[config.mk]
export PLATFORM = sky130hd
export DESIGN_NAME = windowed_sound_energy
export DESIGN_NICKNAME = d
export VERILOG_FILES = /design/src/rtl/wse_pkg.sv /design/src/rtl/wse_square.sv /design/src/rtl/wse_window.sv /design/src/rtl/windowed_sound_energy.sv
export VERILOG_INCLUDE_DIRS = /design/src /design/src/rtl
export SDC_FILE = /design/constraint.sdc
export NUM_CORES = 1
export LEC_CHECK = 0
export BUFFER_PORTS_ARGS = -buffer_cell sky130_fd_sc_hd__clkbuf_2
export CAP_MARGIN = 20
export CORE_MARGIN = 3
export CORE_UTILIZATION = 60
export DETAILED_ROUTE_END_ITERATION = 8
export PLACE_DENSITY = 0.84
export SLEW_MARGIN = 5
export SYNTH_ARGS = -nofsm -noshare
export SYNTH_HDL_FRONTEND = slang
export SYNTH_SLANG_ARGS = --single-unit
[constraint.sdc]
create_clock -name clk -period 6.3 [get_ports clk]
set_input_delay 0.945 -clock clk [delete_from_list [all_inputs] [get_ports clk]]
set_output_delay 0.945 -clock clk [all_outputs]
set_load 0.03 [all_outputs]
[src/rtl/assert_macros.svh]
// assertion macros for the rtl files, included by windowed_sound_energy
// needs nothing but a clock and an active-low reset at the place of use
`ifndef ASSERT_MACROS_SVH
`define ASSERT_MACROS_SVH

// a holds at an edge, so b holds at the same edge
`define ASSERT_SAME(label, clk, rst_n, a, b, msg) \
	label: assert property (@(posedge clk) disable iff (!rst_n) (a) |-> (b)) \
		else $error(msg);

// a holds at an edge, so b holds at the next edge
`define ASSERT_NEXT(label, clk, rst_n, a, b, msg) \
	label: assert property (@(posedge clk) disable iff (!rst_n) (a) |=> (b)) \
		else $error(msg);

`endif

[src/rtl/wse_pkg.sv]
// shared constants and types of the windowed sound energy block
// no dependencies
`timescale 1ns / 1ps
`default_nettype none

package wse_pkg;

	localparam int SAMPLE_W = 12;
	localparam logic [SAMPLE_W-1:0] SAMPLE_MASK = 12'h7FC;
	// the mask keeps bits 10 down to 2
	localparam int MAG_LSB = 2;
	localparam int MAG_MSB = 10;
	localparam int MAG_W = MAG_MSB - MAG_LSB + 1;
	localparam int SQUARE_W = 2 * MAG_W + 2 * MAG_LSB;
	localparam int LEVEL_W = 27;
	localparam logic [LEVEL_W-1:0] LEVEL_MAX = {LEVEL_W{1'b1}};
	localparam int WINDOW_LEN_DEF = 32;
	localparam int IN_TDATA_W = 16;
	localparam int OUT_TDATA_W = 32;

	typedef struct packed {
		logic                vld;
		logic [SQUARE_W-1:0] square;
	} sq_stage_t;

endpackage

`default_nettype wire

[src/rtl/wse_square.sv]
// input register and squaring stage of the windowed sound energy block
// depends on wse_pkg
`timescale 1ns / 1ps
`default_nettype none

module wse_square (
	input  wire logic                          clk,
	input  wire logic                          arst_n,
	input  wire logic                          en,
	input  wire logic                          take,
	input  wire logic [wse_pkg::SAMPLE_W-1:0]  raw_sample,
	output wse_pkg::sq_stage_t                 sq
);

	logic                       vld_s1;
	logic [wse_pkg::MAG_W-1:0]  mag_s1;
	logic                       vld_s2;
	logic [wse_pkg::SQUARE_W-1:0] square_s2;
	logic [wse_pkg::SAMPLE_W-1:0] masked;
	logic [2*wse_pkg::MAG_W-1:0]  mag_sq;

	assign masked = raw_sample & wse_pkg::SAMPLE_MASK;
	assign mag_sq = {{wse_pkg::MAG_W{1'b0}}, mag_s1} * {{wse_pkg::MAG_W{1'b0}}, mag_s1};

	always_ff @(posedge clk or negedge arst_n) begin
		if (!arst_n) begin
			vld_s1 <= 1'b0;
			vld_s2 <= 1'b0;
		end else if (en) begin
			vld_s1 <= take;
			vld_s2 <= vld_s1;
		end
	end

	always_ff @(posedge clk) begin
		if (en) begin
			mag_s1 <= masked[wse_pkg::MAG_MSB:wse_pkg::MAG_LSB];
			// the two dropped low bits come back as four zero bits of the square
			square_s2 <= {mag_sq, {(2*wse_pkg::MAG_LSB){1'b0}}};
		end
	end

	assign sq.vld = vld_s2;
	assign sq.square = square_s2;

endmodule

`default_nettype wire

[src/rtl/wse_window.sv]
// square ring, running total, change flag and result register
// depends on wse_pkg
`timescale 1ns / 1ps
`default_nettype none

module wse_window #(
	parameter int WINDOW_LEN = wse_pkg::WINDOW_LEN_DEF
) (
	input  wire logic                         clk,
	input  wire logic                         arst_n,
	input  wire logic                         en,
	input  wire wse_pkg::sq_stage_t           sq,
	output logic                              out_vld,
	output logic [wse_pkg::LEVEL_W-1:0]       energy_level,
	output logic                              level_changed
);

	localparam int SLOT_W = (WINDOW_LEN > 1) ? $clog2(WINDOW_LEN) : 1;
	localparam int TOT_W = wse_pkg::SQUARE_W + $clog2(WINDOW_LEN);
	localparam int CMP_W = (TOT_W > wse_pkg::LEVEL_W) ? TOT_W : wse_pkg::LEVEL_W;
	localparam logic [SLOT_W-1:0] LAST_SLOT = SLOT_W'(WINDOW_LEN - 1);

	logic [wse_pkg::SQUARE_W-1:0] ring [WINDOW_LEN];
	logic [wse_pkg::SQUARE_W-1:0] rd_q;
	logic [SLOT_W-1:0]            slot_q;
	logic                         full_q;
	logic [TOT_W-1:0]             total_q;
	logic [wse_pkg::LEVEL_W-1:0]  kept_q;
	logic                         out_vld_q;
	logic [wse_pkg::LEVEL_W-1:0]  out_level_q;
	logic                         out_changed_q;

	logic                         commit;
	logic [SLOT_W-1:0]            nxt_slot;
	logic [wse_pkg::SQUARE_W-1:0] oldest;
	logic [TOT_W-1:0]             total_new;
	logic [wse_pkg::LEVEL_W-1:0]  level;

	assign commit = en && sq.vld;
	assign nxt_slot = (slot_q == LAST_SLOT) ? '0 : slot_q + SLOT_W'(1);
	// entries are written in slot order, so before the first wrap the fill flag makes every oldest word count as zero
	assign oldest = full_q ? rd_q : '0;
	assign total_new = total_q - TOT_W'(oldest) + TOT_W'(sq.square);
	assign level = (CMP_W'(total_new) > CMP_W'(wse_pkg::LEVEL_MAX)) ?
		wse_pkg::LEVEL_MAX : wse_pkg::LEVEL_W'(total_new);

	// ring written at the current slot, read one slot ahead for the next word
	always_ff @(posedge clk) begin
		if (commit) begin
			ring[slot_q] <= sq.square;
			rd_q <= ring[nxt_slot];
		end
	end

	always_ff @(posedge clk or negedge arst_n) begin
		if (!arst_n) begin
			slot_q <= '0;
			full_q <= 1'b0;
			total_q <= '0;
			kept_q <= '0;
			out_vld_q <= 1'b0;
			out_changed_q <= 1'b0;
		end else if (en) begin
			out_vld_q <= sq.vld;
			if (sq.vld) begin
				slot_q <= nxt_slot;
				if (slot_q == LAST_SLOT) begin
					full_q <= 1'b1;
				end
				total_q <= total_new;
				out_changed_q <= (level != kept_q);
				kept_q <= level;
			end
		end
	end

	always_ff @(posedge clk) begin
		if (commit) begin
			out_level_q <= level;
		end
	end

	assign out_vld = out_vld_q;
	assign energy_level = out_level_q;
	assign level_changed = out_changed_q;

endmodule

`default_nettype wire

[src/rtl/windowed_sound_energy.sv]
// Windowed sound energy: each word carries one raw 12-bit converter sample, masked with
// 0x7FC and squared; the result is the sum of the last WINDOW_LEN squares (saturated
// at 2^27 - 1) and a flag that is set when that level differs from the last kept level.
// One word is taken every cycle unless the result side stalls; its result reaches the
// master side through the input register, squaring stage and running-total and result
// register. The running total feeds back through its own register, and the square ring
// is a memory read one slot ahead of its write. Reset needs no clearing pass: a fill flag
// makes slots read as zero until the ring has wrapped once. A stall on the result side
// stops the whole pipeline, and the slave side is ready whenever the result register is
// free or taken.
// Depends on wse_pkg, wse_square, wse_window and assert_macros.svh.
`timescale 1ns / 1ps
`default_nettype none

`include "assert_macros.svh"

module windowed_sound_energy #(
	parameter int WINDOW_LEN = wse_pkg::WINDOW_LEN_DEF
) (
	input  wire logic                                clk,
	input  wire logic                                arst_n,
	input  wire logic                                s_axis_tvalid,
	output logic                                     s_axis_tready,
	// [11:0] raw_sample, [15:12] zero
	input  wire logic [wse_pkg::IN_TDATA_W-1:0]      s_axis_tdata,
	output logic                                     m_axis_tvalid,
	input  wire logic                                m_axis_tready,
	// [26:0] energy_level, [27] level_changed, [31:28] zero
	output logic [wse_pkg::OUT_TDATA_W-1:0]          m_axis_tdata
);

	logic                        en;
	wse_pkg::sq_stage_t          sq;
	logic                        out_vld;
	logic [wse_pkg::LEVEL_W-1:0] energy_level;
	logic                        level_changed;

	// the whole pipeline moves unless a finished word waits on the master side
	assign en = !out_vld || m_axis_tready;
	assign s_axis_tready = en;

	wse_square u_square (
		.clk        (clk),
		.arst_n     (arst_n),
		.en         (en),
		.take       (s_axis_tvalid),
		.raw_sample (s_axis_tdata[wse_pkg::SAMPLE_W-1:0]),
		.sq         (sq)
	);

	wse_window #(
		.WINDOW_LEN (WINDOW_LEN)
	) u_window (
		.clk           (clk),
		.arst_n        (arst_n),
		.en            (en),
		.sq            (sq),
		.out_vld       (out_vld),
		.energy_level  (energy_level),
		.level_changed (level_changed)
	);

	assign m_axis_tvalid = out_vld;
	assign m_axis_tdata = {{(wse_pkg::OUT_TDATA_W - wse_pkg::LEVEL_W - 1){1'b0}},
		level_changed, energy_level};

	`ASSERT_SAME(a_stall_only_when_full, clk, arst_n, !s_axis_tready, m_axis_tvalid, "slave side stalled with an empty result register")
	`ASSERT_NEXT(a_square_held_on_stall, clk, arst_n, sq.vld && !s_axis_tready, sq.vld && $stable(sq.square), "squaring stage lost its word during a stall")
	`ASSERT_NEXT(a_result_follows_square, clk, arst_n, sq.vld && s_axis_tready, m_axis_tvalid, "squared word did not reach the result register")

endmodule

`default_nettype wire
# Yosys cells after proc, flatten, opt, wreduce, memory -nomap -nowiden
# Memory sizes are Yosys's and may differ from the RTL's. A register that Yosys moved wholly into a read port is not among the register bits.
# Index checks and enable logic that the tools add are counted.
[word_totals] register_bits=140 ramBits=576 inputBits=20 output_inout_bits=34 elab_cells=30 memories=1
[memory_table] memory="u_window.ring" words=32 word_bits=18 read_ports=1 rd_clocked_by_memory_dff=1 write_ports=1 line_no="wse_window.sv:23" rtl="logic [wse_pkg::SQUARE_W-1:0] ring [WINDOW_LEN];"
[op_classes] addsub=3 mul=1 order_cmp=1 n_eq_ne=2 n_mux=5 reduce_logical=5
[ops] cell="adder 27 x 22 -> 27 bit" count=1
[ops] cell="> comparator 27 bit, second input constant" count=1
[ops] cell="two-way mux 27 bit" count=1
[ops] cell="!= test 27 bit" count=1
[ops] cell="subtractor 27 x 22 -> 27 bit" count=1
[ops] cell="two-way mux 22 bit" count=1
[ops] cell="multiplier 9 x 9 -> 18 bit" count=1
[ops] cell="adder 5 x 1 -> 5 bit, second input constant" count=1
[ops] cell="== test 5 bit, second input constant" count=1
[ops] cell="two-way mux 5 bit" count=1
[ops] cell="AND reduction 3 bit" count=1
[ops] cell="two-way mux 1 bit" count=2
[ops] cell="AND reduction 2 bit" count=1
[ops] cell="logical AND 1 bit" count=1
[ops] cell="logical NOT 1 bit" count=1
[ops] cell="logical OR 1 bit" count=1

# Depth between registers and ports, before layout
# Gate-level depths: netlist of run 1.
[depth] ltp_word=6 depth_mapped=19 ltp_nobuf=19

# Cells and area by module
# Synthesis of run 1 repeated with hierarchy kept, for this count alone.
[unflattened] hier_cells=2296 area_unflattened_um2=36655.2
[modules_own_cells] module="wse_window" instances=1 cells_each=1991 area_each_um2=33576.0 seq_area_each_um2=24163.2
[modules_own_cells] module="wse_square" instances=1 cells_each=298 area_each_um2=3031.7 seq_area_each_um2=830.8
[modules_own_cells] module="windowed_sound_energy" instances=1 cells_each=7 area_each_um2=47.5 seq_area_each_um2=0.0

# Worst setup path after synthesis of run 1
# OpenSTA, ideal clock, no wires.
[synth_timing] kind="register to register" startpoint="register u_square.mag_s1[2] in the netlist's numbering" endpoint="register u_square.square_s2[21] in the netlist's numbering (data pin)" setup_time_ps=262 arrival_ps=4284 path_slack_ps=1754 path_stages_with_launch=20 synth_period_minus_slack_ps=4546 path_cell_list="edfxtp_1 and2_1 fa_1 inv_1 fa_1 inv_1 ha_1 inv_1 fa_1 inv_1 ha_1 a21o_1 a21oi_1 o21ai_0 a21oi_1 o21ai_0 a211oi_1 o31ai_1 a21oi_1 xor2_1"
[synth_via] elab_chain_cells=1
[synth_rtl] element="from (decl)" line_no="wse_square.sv:16" rtl="logic [wse_pkg::MAG_W-1:0] mag_s1;"
[synth_rtl] element="from (signal assigned)" line_no="wse_square.sv:37" rtl="mag_s1 <= masked[wse_pkg::MAG_MSB:wse_pkg::MAG_LSB];"
[synth_rtl] element="multiplier 9 x 9 -> 18 bit" line_no="wse_square.sv:23" rtl="assign mag_sq = {{wse_pkg::MAG_W{1'b0}}, mag_s1} * {{wse_pkg::MAG_W{1'b0}}, mag_s1};"
[synth_rtl] element="net u_square.mag_sq (one bit)" line_no="wse_square.sv:20" rtl="logic [2*wse_pkg::MAG_W-1:0] mag_sq;"
[synth_rtl] element="to (signal assigned)" line_no="wse_square.sv:39" rtl="square_s2 <= {mag_sq, {(2*wse_pkg::MAG_LSB){1'b0}}};"
[synth_rtl] element="to (decl)" line_no="wse_square.sv:18" rtl="logic [wse_pkg::SQUARE_W-1:0] square_s2;"
# The timed path passes the listed nets, and every way through them passes these cells.
# A chain may end at the register's enable or synchronous reset.

# Worst setup path after layout of run 1
[layout_timing] startpoint="register u_square.mag_s1[2] in the netlist's numbering" endpoint="register u_square.square_s2[20] in the netlist's numbering (data pin)"
# The elaborated chain is that of the path after synthesis.

==> results.yml, run 1 <==
outcome:
  status: "complete, no violations"
setup_path:
  crit_type: "reg2reg"
  cp-end-kind: "flip-flop"
  startpoint_type: "flip-flop"
  worst-endpoint-required_ps: 6660
  critPathArrivalTime_ps: 5510
  crit_fanout: 11
final_layout:
  fin_nets: 2154
  stdcell_count: 2742
  diodes: 0
  area_growth_pct: 11.3
  drive_gt1_share_pct: 17.7
cts:
  cts_setup_buffers: 0
  h-tree-depth: 3
  clkTransAtPathRegs_ps: 60
  clkSinkCount: 673
  clock_path_buffers: 3
  ctsResizeCount: 0
  cts_hold_buf: 0
  clock_latency_ps: 620
  root_buffer: "clkbuf_16"
  cts_buffers: 69
  cts_tree: "yes"
timing:
  timing.final.crit_share_pct: 81.9
  rsz0062_at_grt: "no"
  fin_hold_ws_ps: 485
  tightestPinTransition_ps: 1020
  hold_viol: 0
  max_freq_ghz: 0.194
  tns_ps: 0
  setup_viol: 0
  min_period_ps: 5160
  slew_headroom_pct: 31.6
  slew_viol_final: 0
  clock_skew_ps: 32.7
route:
  drt-initial-drc-count: 2466
  final_antenna_net_count: 0
  dr.pass1.iters: 8
  viasPerCell: 6.42
  dr_total_vias: 17600
  wirelength_mm: 71.5
  wl_per_cell_um: 26.1
  drc: 0
die:
  die_y_um: 230
  die_area_um2: 53000
  ios: 54
  fp-row-count: 81
  start_util_pct: 61.2
  core_area_um2: 49300
  die_w_um: 230
grt:
  grt_max_degree: 63
  grt_pass1_wl_mm: 109
  gr-total-overflow: 0
  grt_pass1_vias: 17800
  grtUsageTotal_pct: 27.4
  antenna_found_initial: 1
yosys:
  yosysSeqAreaShare_pct: 66.0
  synthFlopType: "edfxtp_1"
  syn_area_um2: 30100
  ys_types: 85
  synth_edf_count: 613
  yosys_register_bits: 673
  async_flop_share_pct: 8.92
  post_synth.cell_area_avg_um2: 15.5
  synth-warning-count: 0
  synth_cells: 1942
worst_hold_path:
  hold_class: "reg2reg"
placed_design:
  port_buffers: 42
  gp_congestion: 0.892
  place_hpwl_mm: 39.3
  dp.cells: 2609
run:
  drv_cap: 0
==> sequential cells by signal (all words and copies together), names as in the netlist <==
| signal | count |
|---|---|
| u_window.full_q | 1 |
| u_square.square_s2 | 17 |
| u_window.kept_q | 26 |
| u_square.vld_s1 | 1 |
| u_square.vld_s2 | 1 |
| u_window.energy_level | 26 |
| u_window.ring | 544 |
| u_square.mag_s1 | 9 |
| u_window.total_q | 24 |
| u_window.out_vld | 1 |
| u_window.rd_q | 17 |
| u_window.slot_q | 5 |
| u_window.level_changed | 1 |
==> synth_stat cells (all sizes together), types with 4 or more instances <==
cell	n	area share, %
nand2	239	3.0
nand4	6	0.12
a211oi	7	0.17
nand2b	9	0.19
inv	140	1.7
o211ai	7	0.19
nor3	13	0.22
o21bai	4	0.10
and2	58	1.2
buf	35	0.61
a21oi	30	0.50
dfrtp	60	5.0
clkbuf	66	0.99
nor2	65	0.81
fa	51	3.4
a21o	29	0.73
xnor2	32	0.99
o21ai	58	0.96
ha	62	2.6
o21a	7	0.17
or4	4	0.11
mux4	136	10
nor2b	11	0.23
nand3	96	1.6
xor2	19	0.58
or2	5	0.10
o311ai	6	0.23
or3	4	0.087
a31oi	6	0.12
nand3b	5	0.12
edfxtp	613	61
==> layer usage <==
| layer | vias to the layer above | part of all wire [%] | global-route usage (%) |
|---|---|---|---|
| met2 | 1277 | 49 | 45.4 |
| li1 | 7367 | - | - |
| met4 | 2 | 4.7 | 10.9 |
| met1 | 8745 | 36 | 36.4 |
| met3 | 221 | 9.8 | 5.29 |
| met5 | - | 0.015 | 0 |
==> final cells by class <==
type                            instances  area [µm²]
Tap cell                              664         831
Fill cell                            3024       15700
Clock inverter                         41         374
Inverter                              140         526
Sequential cell                       673       19900
Timing Repair Buffer                  104         788
Multi-Input combinational cell       1033        9290
Clock buffer                           87        1840
==> worst max-delay path, cell delays in order, from the launching register on <==
cell and delay, ps:
edfxtp_1 540, and2_1 250, fa_1 550, inv_1 70, fa_1 460, inv_1 70
ha_1 130, inv_1 50, fa_1 510, inv_1 50, ha_1 310, nor2b_1 140
o21ai_0 230, a21boi_0 160, o21ai_0 320, a21boi_0 190, o21ai_0 290, a21oi_1 150
o41ai_1 350, xnor2_1 110
==> placed cells by master (no fill, tap or decap), types with 4 or more instances in the layout <==
cell,count
a21oi_1,30
clkbuf_2,42
fa_1,51
ha_1,61
a21o_1,28
mux4_2,136
clkbuf_1,16
nor2b_1,9
a211oi_1,7
and2_1,57
inv_1,139
buf_4,55
nor3_1,13
xor2_1,18
nand2_1,239
nand3b_1,5
o211ai_1,6
clkinv_1,15
o21bai_1,4
xnor2_1,31
dfrtp_1,60
nand2b_1,6
nand4_1,6
nor2_1,64
bufinv_16,4
a31oi_1,6
o21a_1,7
edfxtp_1,613
o21ai_0,57
nand3_1,96
clkinv_2,13
buf_16,4
conb_1,6
clkbuf_16,71
==> final timing paths <==
kind | start | end | slack [ps] | cells past startpoint
max reg2reg | u_square.mag_s1[2]$_DFFE_PN_ | u_square.square_s2[20]$_DFFE_PN_ | 1140 | 19
min | u_window.total_q[6]$_DFFE_PN0P_ | u_window.total_q[6]$_DFFE_PN0P_ | 480 | 1
max | u_square.mag_s1[2]$_DFFE_PN_ | u_square.square_s2[20]$_DFFE_PN_ | 1140 | 19
min in group asynchronous | arst_n | u_window.kept_q[19]$_DFFE_PN0P_ | 530 | 2
min reg2reg | u_window.total_q[6]$_DFFE_PN0P_ | u_window.total_q[6]$_DFFE_PN0P_ | 480 | 1
max in group asynchronous | arst_n | u_window.full_q$_DFFE_PN0P_ | 5230 | 2
==> kinds of logic after synthesis <==
kind of cell,count (synthesis),share of synthesized area [%]
xor+xnor,55,1.89
compound gates,191,4.37
fa+ha+maj,113,5.96
buf+inv,241,3.34
flops,673,66.0
mux,141,10.3
simple gates,527,8.06
other cells,1,0.0124
==> per-stage QoR <==
stage               util, %  cell area (µm²)  setup slack [ps]
finish                 68.1            33600              1140
global placement       63.4            31200              1300
global route           68.1            33600               789
detailed placement     63.4            31200              1280
floorplan                 -            30200              1750
CTS                    67.9            33400              1160
Power of run 1 is not shown: default switching activity piles up to over one toggle a cycle in this logic, so the estimate is an artifact.
==> inputs of run 2 (changes only) <==
CORE_UTILIZATION = 57   (was 60)
PLACE_DENSITY = 0.83   (was 0.84)
clock period = 4.2 ns   (was 6.3 ns; I/O delays follow)
==> results.yml, run 2 (synthesis gave the netlist of run 1 again) <==
route:
  wl_per_cell_um: 25.7
  viasPerCell: 6.25
  dr_total_vias: 17600
  wirelength_mm: 72.4
  drc: 0
  dr.pass1.iters: 5
  drt-initial-drc-count: 2369
  final_antenna_net_count: 0
cts:
  cts_tree: "yes"
  cts_hold_buf: 0
  h-tree-depth: 3
  root_buffer: "clkbuf_16"
  clkTransAtPathRegs_ps: 60
  clkSinkCount: 673
  cts_buffers: 68
  clock_path_buffers: 3
  clock_latency_ps: 620
timing:
  clock_skew_ps: 37.6
  tightestPinTransition_ps: 975
  min_period_ps: 4540
  slew_viol_final: 0
  setup_viol: 6
  hold_viol: 0
  tns_ps: -1440
  slew_headroom_pct: 35.0
  max_freq_ghz: 0.220
  setup_ws_ps: -337
  rsz0062_at_grt: "yes"
  timing.final.crit_share_pct: 108
  fin_hold_ws_ps: 150
worst_hold_path:
  hold_class: "in2async"
setup_path:
  path_delay_family: "adder cells"
  crit_fanout: 2
  startpoint_type: "flip-flop"
  critPathArrivalTime_ps: 4880
  r2r_slack_ps: -340
  slowest_delay_ps: 600
  cp-end-kind: "flip-flop"
  crit_type: "reg2reg"
  crit_buf_inv: 4
  crit_chain: "and2_4 > fa_2 > inv_2 > fa_1 > inv_2 > ha_4 > inv_2 > fa_1 > fa_2 > nor2b_1 > o21ai_1 > a21boi_2 > o21ai_2 > a21boi_2 > o21ai_2 > a21oi_2 > buf_4 > nor2_2 > xnor2_1"
  crit_slowest_cell: "fa_2"
  worst-endpoint-required_ps: 4540
  crit_top_cell: "inv_2"
final_layout:
  area_growth_pct: 13.0
  regMostFlops: "u_window.ring"
  final_common_cell: "edfxtp_1"
  largest_reg_flops: 544
  diodes: 0
  fin_nets: 2218
  fin_area_um2: 34100
  stdcell_count: 2813
  fillers: 3312
  drive_gt1_share_pct: 21.5
  final_cell_mix: "613 x edfxtp_1, 239 x nand2_1, 136 x inv_1, 136 x mux4_2, 120 x buf_4"
die:
  die_w_um: 236
  fp-row-count: 83
  die_y_um: 236
  start_util_pct: 58.2
  core_area_um2: 51800
  ios: 54
  die_area_um2: 55700
grt:
  gr-total-overflow: 0
  grt_pass1_wl_mm: 111
  grt_max_degree: 85
  grt_pass1_vias: 18300
  grtUsageTotal_pct: 26.4
  antenna_found_initial: 1
placed_design:
  place_hpwl_mm: 43.1
  gp_congestion: 0.909
  port_buffers: 42
  dpl_cell_area_um2: 31800
  dp.cells: 2690
outcome:
  violations: "negative setup slack"
  status: "finished with violations"
run:
  drv_cap: 0
-- run 2: changes by cell type in the layout (fill, tap and decap cells not counted), sizes merged --
cell      delta
buf         +65
bufinv       -1
clkinv      -12
clkinvlp     +1
inv          +2
-- run 2: layer usage --
metal,vias up,wire length [µm],global-route usage (%),part of all wire (%)
met5,-,13,0,0.018
met4,2,3080,11.4,4.3
met3,212,7670,6.08,11
met2,1119,35300,42.3,49
met1,8773,26400,35.0,36
li1,7485,-,-,-
-- run 2: layout make-up --
type | instances | area [µm²] | share of cell area [%]
Clock buffer | 87 | 1800 | 5.30
Clock inverter | 31 | 269 | 0.790
Inverter | 140 | 526 | 1.54
Multi-Input combinational cell | 1033 | 9470 | 27.8
Sequential cell | 673 | 19900 | 58.4
Tap cell | 680 | 851 | 2.50
Timing Repair Buffer | 169 | 1240 | 3.65
-- run 2: per-stage QoR --
step / setup WS [ps] / utilization (%)
2_1_floorplan: -144 / -
3_3_place_gp: -275 / 61.4
3_5_place_dp: -383 / 61.4
4_1_cts: -284 / 65.6
5_1_grt: -480 / 65.7
6_report: -337 / 65.7
-- run 2: final timing paths --
check,start,endpoint,depth (start not counted)
max,u_square.mag_s1[2]$_DFFE_PN_,u_square.square_s2[18]$_DFFE_PN_,19
min,arst_n,u_window.total_q[22]$_DFFE_PN0P_,1
max reg2reg,u_square.mag_s1[2]$_DFFE_PN_,u_square.square_s2[18]$_DFFE_PN_,19
min reg2reg,u_window.total_q[21]$_DFFE_PN0P_,u_window.total_q[21]$_DFFE_PN0P_,1
max in group asynchronous,arst_n,u_window.kept_q[9]$_DFFE_PN0P_,2
min in group clk,s_axis_tdata[9],u_square.mag_s1[7]$_DFFE_PN_,1
-- run 2: repair_timing --
item                                    in CTS  in global routing
hold endpoints to repair                     0                  0
buffers inserted                             4                  1
endpoints found under the setup margin       7                 11
gates resized for setup                     13                 13
pin swaps                                   14                 11
Power of run 2 is left out for the same reason.
==> inputs of run 3 (changes only) <==
==> constraint.sdc (replaced) <==
create_clock -name clk -period 4.2 [get_ports clk]
set_input_delay 0.42 -clock clk [delete_from_list [all_inputs] [get_ports clk]]
set_output_delay 0.42 -clock clk [all_outputs]
set_load 0.03 [all_outputs]
==> results.yml, run 3 (synthesis gave the netlist of run 1 again) <==
outcome:
  status: "finished with violations"
  violations: "negative setup slack"
die:
  core_area_um2: 51800
  die_y_um: 236
  start_util_pct: 58.2
  die_w_um: 236
  ios: 54
  die_area_um2: 55700
  fp-row-count: 83
final_layout:
  final_cell_mix: "613 x edfxtp_1, 239 x nand2_1, 136 x mux4_2"
  fin_nets: 2228
  regMostFlops: "u_window.ring"
  fillers: 3229
  final_common_cell: "edfxtp_1"
  largest_reg_flops: 544
  seq_area_um2: 19900
  area_growth_pct: 14.2
  fin_area_um2: 34400
  stdcell_count: 2830
  drive_gt1_share_pct: 22.0
  multi_input_area_um2: 9500
cts:
  h-tree-depth: 3
  clock_path_buffers: 3
  clkTransAtPathRegs_ps: 60
  cts_tree: "yes"
  cts_buffers: 68
  clock_latency_ps: 610
  clkSinkCount: 673
  root_buffer: "clkbuf_16"
route:
  dr_total_vias: 17900
  viasPerCell: 6.34
  final_antenna_net_count: 0
  wirelength_mm: 73.6
  drc: 0
  drt-initial-drc-count: 2240
  wl_per_cell_um: 26.0
  dr.pass1.iters: 6
setup_path:
  crit_buf_inv: 4
  crit_chain: "and2_4 > fa_2 > inv_2 > fa_1 > inv_1 > ha_1 > inv_1 > fa_1 > inv_1 > ha_1 > a21o_1 > a21oi_2 > o21ai_2 > a21oi_2 > o21ai_2 > a211oi_2 > o31ai_2 > a21oi_1 > xor2_1"
  critPathArrivalTime_ps: 4990
  cp-end-kind: "flip-flop"
  path_delay_family: "adder cells"
  crit_fanout: 2
  startpoint_type: "flip-flop"
  crit_type: "reg2reg"
  crit_top_cell: "inv_1"
  crit_slowest_cell: "fa_2"
  worst-endpoint-required_ps: 4540
  slowest_delay_ps: 610
grt:
  grt_pass1_wl_mm: 112
  grt_pass1_vias: 18200
  grt_max_degree: 87
  antenna_found_initial: 2
  grtUsageTotal_pct: 26.6
  gr-total-overflow: 0
timing:
  clock_skew_ps: 22.3
  slew_viol_final: 0
  hold_viol: 0
  setup_ws_ps: -452
  rsz0062_at_grt: "yes"
  max_freq_ghz: 0.215
  timing.final.crit_share_pct: 111
  min_period_ps: 4650
  tightestPinTransition_ps: 1040
  setup_viol: 7
  slew_headroom_pct: 30.7
run:
  drv_cap: 0
placed_design:
  dp.cells: 2691
  port_buffers: 42
  place_hpwl_mm: 43.4
  gp_congestion: 0.889
  dpl_cell_area_um2: 31800
worst_hold_path:
  hold_class: "in2reg"
## run 3: cell count changes in the layout (fill, tap and decap cells not counted), moves of 4 or more
cell / before / now
clkbuf_1: 17 / 13
dlygate4sd3_1: 0 / 7
clkinv_1: 10 / 14
inv_16: 0 / 4
bufinv_16: 3 / 10
## run 3: worst register-to-register path, stage by stage, from the launching register on
cell      delay, ps
edfxtp_1        400
and2_4          180
fa_2            610
inv_2            60
fa_1            520
inv_1            50
ha_1            270
inv_1            50
fa_1            520
inv_1            60
ha_1            260
a21o_1          180
a21oi_2         190
o21ai_2          70
a21oi_2         190
o21ai_2          90
a211oi_2        290
o31ai_2          90
a21oi_1         230
xor2_1          110
## run 3: repair_timing
item / in CTS / in global routing
setup buffers: 4 / 5
pin swaps: 11 / 14
cloned: 0 / 0
resized for setup: 12 / 24
setup endpoints to repair: 7 / 11
hold buffers: 7 / 0
hold endpoints to repair: 36 / 0
## run 3: final cells by class
type | count | area share (%)
tap | 680 | 2.47
clock inverter | 40 | 1.48
timing repair buffer | 179 | 3.88
clock buffer | 83 | 5.23
inverter | 140 | 1.53
multi-input combinational | 1033 | 27.6
sequential | 673 | 57.8
antenna | 2 | 0.0145
## run 3: routing by layer
| layer | wire length (µm) | track usage (%) | vias to the layer above | part of all wire [%] |
|---|---|---|---|---|
| met1 | 27100 | 34.7 | 9046 | 37 |
| li1 | - | - | 7526 | - |
| met4 | 3540 | 12.4 | 0 | 4.8 |
| met5 | 0 | 0 | - | 0 |
| met3 | 6880 | 5.33 | 215 | 9.3 |
| met2 | 36100 | 43.4 | 1149 | 49 |
## run 3: per-stage QoR
step           worst slack, ps  utilization, %  TNS (ps)  hold slack (ps)
2_1_floorplan             -144               -      -256              124
3_3_place_gp              -226            61.4      -874              459
3_5_place_dp              -409            61.4     -2180              470
4_1_cts                   -338            66.2     -1540             6.50
5_1_grt                   -609            66.4     -3300             11.8
6_report                  -452            66.5     -2470             26.5
## run 3: worst paths after layout
check / startpoint / to / slack (ps) / depth (start not counted)
max in group asynchronous: arst_n / u_window.kept_q[11]$_DFFE_PN0P_ / 2790 / 3
hold / removal: s_axis_tdata[8] / u_square.mag_s1[6]$_DFFE_PN_ / 30 / 1
setup / recovery: u_square.mag_s1[2]$_DFFE_PN_ / u_square.square_s2[21]$_DFFE_PN_ / -450 / 19
min in group asynchronous: arst_n / u_window.kept_q[23]$_DFFE_PN0P_ / 460 / 2
hold reg to reg: u_window.total_q[17]$_DFFE_PN0P_ / u_window.total_q[17]$_DFFE_PN0P_ / 480 / 1
setup reg to reg: u_square.mag_s1[2]$_DFFE_PN_ / u_square.square_s2[21]$_DFFE_PN_ / -450 / 19
Power of run 3 is left out for the same reason.
